<file path="config.mk">
export PLATFORM = sky130hd
export DESIGN_NAME = tccs_ctrl
export DESIGN_NICKNAME = d
export VERILOG_FILES = /design/src/design/tccs_pkg.sv /design/src/design/tccs_ctrl.sv
export SDC_FILE = /design/constraint.sdc
export NUM_CORES = 1
export LEC_CHECK = 0
export BUFFER_PORTS_ARGS = -buffer_cell sky130_fd_sc_hd__buf_2
export CAP_MARGIN = 20
export CORE_AREA = 2 2 39 41
export CTS_BUF_LIST = sky130_fd_sc_hd__clkbuf_16
export CTS_CLUSTER_SIZE = 8
export DETAILED_ROUTE_END_ITERATION = 10
export DIE_AREA = 0 0 41 43
export PLACE_DENSITY = 0.66
export REMOVE_ABC_BUFFERS = 1
export SKIP_CTS_REPAIR_TIMING = 1
export SYNTH_ARGS = -nofsm -noshare
export SYNTH_HDL_FRONTEND = slang
export SYNTH_SLANG_ARGS = --single-unit
export TNS_END_PERCENT = 5
</file>
<file path="constraint.sdc">
create_clock -name clk_i -period 2.5 [get_ports clk_i]
set_clock_uncertainty 0.1 [all_clocks]
set_input_delay 0.125 -clock clk_i [delete_from_list [all_inputs] [get_ports clk_i]]
set_output_delay 0.125 -clock clk_i [all_outputs]
set_load 0.05 [all_outputs]
</file>
<file path="src/design/tccs_pkg.sv">
// shared constants and types for the text console cursor and scroll unit
package tccs_pkg;

  localparam int MAX_COLS_DEF = 128;
  localparam int MAX_ROWS_DEF = 64;

  localparam logic [7:0] CH_NEWLINE = 8'd10;
  localparam logic [7:0] CH_SPACE   = 8'h20;

  localparam logic [7:0] COLS_RESET = 8'd80;
  localparam logic [6:0] ROWS_RESET = 7'd25;

  localparam logic [1:0] FUNC_PUT  = 2'd0;
  localparam logic [1:0] FUNC_DEL  = 2'd1;
  localparam logic [1:0] FUNC_READ = 2'd2;

  localparam logic REG_COLS = 1'b0;
  localparam logic REG_ROWS = 1'b1;

  typedef struct packed {
    logic load;
    logic exec;
    logic rd_capture;
    logic clear_step;
    logic scroll_step;
    logic blank_step;
  } tccs_cmd_t;

  typedef struct packed {
    logic is_read;
    logic need_scroll;
    logic clear_last;
    logic copy_done;
    logic blank_last;
  } tccs_sts_t;

endpackage

</file>
<file path="src/design/tccs_ctrl.sv">
// control state machine of the text console unit
module tccs_ctrl import tccs_pkg::*; (
  input  logic      clk_i,
  input  logic      rst_ni,
  input  logic      start_i,
  input  tccs_sts_t sts_i,
  output tccs_cmd_t cmd_o,
  output logic      busy_o,
  output logic      done_o
);

  typedef enum logic [6:0] {
    ST_CLEAR  = 7'b0000001,
    ST_IDLE   = 7'b0000010,
    ST_EXEC   = 7'b0000100,
    ST_RDATA  = 7'b0001000,
    ST_SCROLL = 7'b0010000,
    ST_BLANK  = 7'b0100000,
    ST_DONE   = 7'b1000000
  } state_e;

  state_e state_q, state_d;

  always_comb begin
    state_d = state_q;
    cmd_o   = '0;
    unique case (state_q)
      ST_CLEAR: begin
        cmd_o.clear_step = 1'b1;
        if (sts_i.clear_last) state_d = ST_IDLE;
      end
      ST_IDLE: begin
        if (start_i) begin
          cmd_o.load = 1'b1;
          state_d    = ST_EXEC;
        end
      end
      ST_EXEC: begin
        cmd_o.exec = 1'b1;
        if (sts_i.is_read) state_d = ST_RDATA;
        else if (sts_i.need_scroll) state_d = ST_SCROLL;
        else state_d = ST_DONE;
      end
      ST_RDATA: begin
        cmd_o.rd_capture = 1'b1;
        state_d          = ST_DONE;
      end
      ST_SCROLL: begin
        cmd_o.scroll_step = 1'b1;
        if (sts_i.copy_done) state_d = ST_BLANK;
      end
      ST_BLANK: begin
        cmd_o.blank_step = 1'b1;
        if (sts_i.blank_last) state_d = ST_DONE;
      end
      ST_DONE: begin
        state_d = ST_IDLE;
      end
      default: begin
        state_d = ST_IDLE;
      end
    endcase
  end

  always_ff @(posedge clk_i or negedge rst_ni) begin
    if (!rst_ni) begin
      state_q <= ST_CLEAR;
    end else begin
      state_q <= state_d;
    end
  end

  assign busy_o = (state_q != ST_IDLE);
  assign done_o = (state_q == ST_DONE);

endmodule

</file>
==> impl_metrics.toml <==
[outcome]
status = "finished, final reports clean"

[timing]
hold_viol_final = 0
rsz0062_at_grt = "no"
maxSlewHeadroom = 0.645
setup_viol = 0
period_needed_ns = 2.13
worst_pin_slew_ns = 0.528
fin_setup_tns_ns = 0
slew_violations = 0
fin_crit_sh = 0.851
layout_setup_ws_ns = 0.374
fmax_mhz = 470

[power]
pwr_density_cell_nw_per_um2 = 1110
leakagePower_nw = 0.303
vdd_ir_drop_max_mv = 0.423

[critical_path]
regToRegEndpoint = "state_q[1]"
arrival_ns = 1.90
critPathLaunchType = "register"
cp_max_fo = 6
worst_r2r_path_depth = 3
critPathCaptureType = "primary output"
crit_chain = "or3_4 -> or4_4 -> nor2_1 -> buf_2"
rrSetupSlack_ns = 0.68
cp.required_ns = 2.28
slowest_delay_ns = 0.50
crit_type = "register to primary output"
reg2reg_from = "state_q[2]"
slowest_stage = "or4_4"

[layout]
layout-drive-gt1-share = 0.314
reg.largest.list = "state_q x7"
nFillCells = 138
regMostFlops = "state_q"
nNetsFinal = 79
syn_to_final_growth_pct = 39.5
diodes = 0
largest_register_ffs = 7
instances_no_fill = 86

[die]
die_h_um = 43
die_w_um = 41
coreArea_um2 = 1380
ios = 16
row_count = 14
fp.dieArea_um2 = 1760
start_util = 0.330

[synthesis]
synthTopCellsByCount = "nor2_1, dfrtp_1, nand2b_1"
ys_seq_area_frac = 0.386
ys_ff_latch = 7
yosysWarnings = 0
netlist.area_leader.share = 0.329
synth_top_area_cell = "dfrtp_1"
synth_simple_gate_area_frac = 0.375
synth_top_family_by_area = "simple AND/OR/NAND/NOR gates"
synth_compound_area_frac = 0.162
ys_top_cells_by_area = "dfrtp_1, nor2_1, dfstp_2, nand2b_1, nor4b_1"
netlist_instances = 52
async_flop_share = 1.00
avgSynthCellArea_um2 = 8.78
syn_area_um2 = 457
synth.most_common_cell = "nor2_1"
synth-xor-area-share = 0.0192
ys.flop_type = "dfrtp_1"
synthMuxAreaShare = 0
synthAdderAreaFrac = 0
synth_edf_count = 0
synth_cell_type_count = 28

[clocking]
cts_max_path_buffers = 2
clk_pin_slew_ns = 0.04
htreeDepth = 1
worstSkewPairLatency_ns = 0.23
cts_root_buffer = "clkbuf_16"
cts_tree = "built"
cts_sinks = 7
cts_buffers = 3

[worst_hold_path]
holdPathEnd = "state_q[5]"
worstHoldPathCells = 3
worst_hold_path_type = "input pin to register"
hold_path.startpoint = "sts_i[0]"

[global_route]
grt_overflow_total = 0
track_usage = 0.148
antenna_found_initial = 0
grt_pass1_wl_mm = 1.74
grt_max_degree = 10
first_global_vias = 429

[route]
vias = 444
firstDrtPassIters = 4
postRouteAntennaNets = 0
drtIter0Drc = 19
drc_errors = 0
routed_wl_mm = 1.02
viasPerCell = 5.16
routedWlPerCell_um = 11.9

[job]
cap_violations = 0

[place]
port-buffer-count = 15
placed_cells = 80
gp_congestion = 0.683
place_ws_ns = 0.618
dpl.hpwl_um = 795
## worst max path at each step
| stage | startpoint | slack (ns) | cells after the start | end |
|---|---|---|---|---|
| final | state_q[2] | 0.37 | 4 | cmd_o[5] |
| after global routing | state_q[3] | 0.28 | 4 | cmd_o[5] |
| after CTS | state_q[2] | 0.37 | 4 | cmd_o[5] |
| after detailed placement | state_q[2] | 0.62 | 4 | cmd_o[5] |
| after global placement | state_q[2] | 0.63 | 4 | cmd_o[5] |
| after floorplan | state_q[2] | -0.27 | 3 | state_q[0] |
## logic make-up (layout without fill, tap and decap cells)
family	count (synthesis)	after routing
compound gates	9	9
xor+xnor	1	1
simple gates	29	29
flops	7	7
buf+inv	6	24
## layout make-up
class / instances / area, µm² / share of cell area
clock inverter: 1 / 5.00 / 0.00786
clock buffer: 3 / 75.1 / 0.118
timing repair buffer: 17 / 95.1 / 0.149
tap: 16 / 20.0 / 0.0314
multi-input combinational: 39 / 254 / 0.399
sequential: 7 / 176 / 0.277
inverter: 3 / 11.3 / 0.0177
## report_power, final
part	total [mW]	switching [mW]	leakage [nW]	internal [mW]
Clock	0.268	0.0587	0.0409	0.210
Sequential	0.160	0.0268	0.0897	0.133
Combinational	0.282	0.181	0.173	0.101
## through the flow
step           hold slack (ns)  instance area, µm²   util  power [mW]
2_1_floorplan           -0.271                 442      -       0.381
3_3_place_gp            -0.139                 537  0.388       0.439
3_5_place_dp            -0.136                 537  0.388       0.438
4_1_cts                 -0.376                 617  0.446       0.714
5_1_grt                 0.0872                 637  0.460       0.755
6_report                0.0729                 637  0.460       0.710
## critical path, delay by kind of cell, from the launching register on
family                 cells  cell delay [ns]
buffers and inverters      1             0.26
and+or+nand+nor            3             1.00
DFF                        1             0.41
## placed cells by master, fill, tap and decap left out, types with 2 or more instances in the layout
cell	Yosys	final
nand2_1	2	2
clkbuf_16	0	3
nor2_1	8	8
dlygate4sd3_1	0	2
dfrtp_1	6	6
nor4b_1	2	2
inv_1	3	3
nand2b_1	4	4
o22ai_1	2	2
nor3_1	3	3
nor4_1	2	2
buf_2	0	15
## layer usage
metal	global-route usage	wire length, µm	part of all wire
met1	0.207	466	0.46
met2	0.206	504	0.49
met3	0.0157	43	0.042
met4	0.100	8	0.0078
met5	0	0	0
Note: power is estimated with default switching activity, not from simulation.
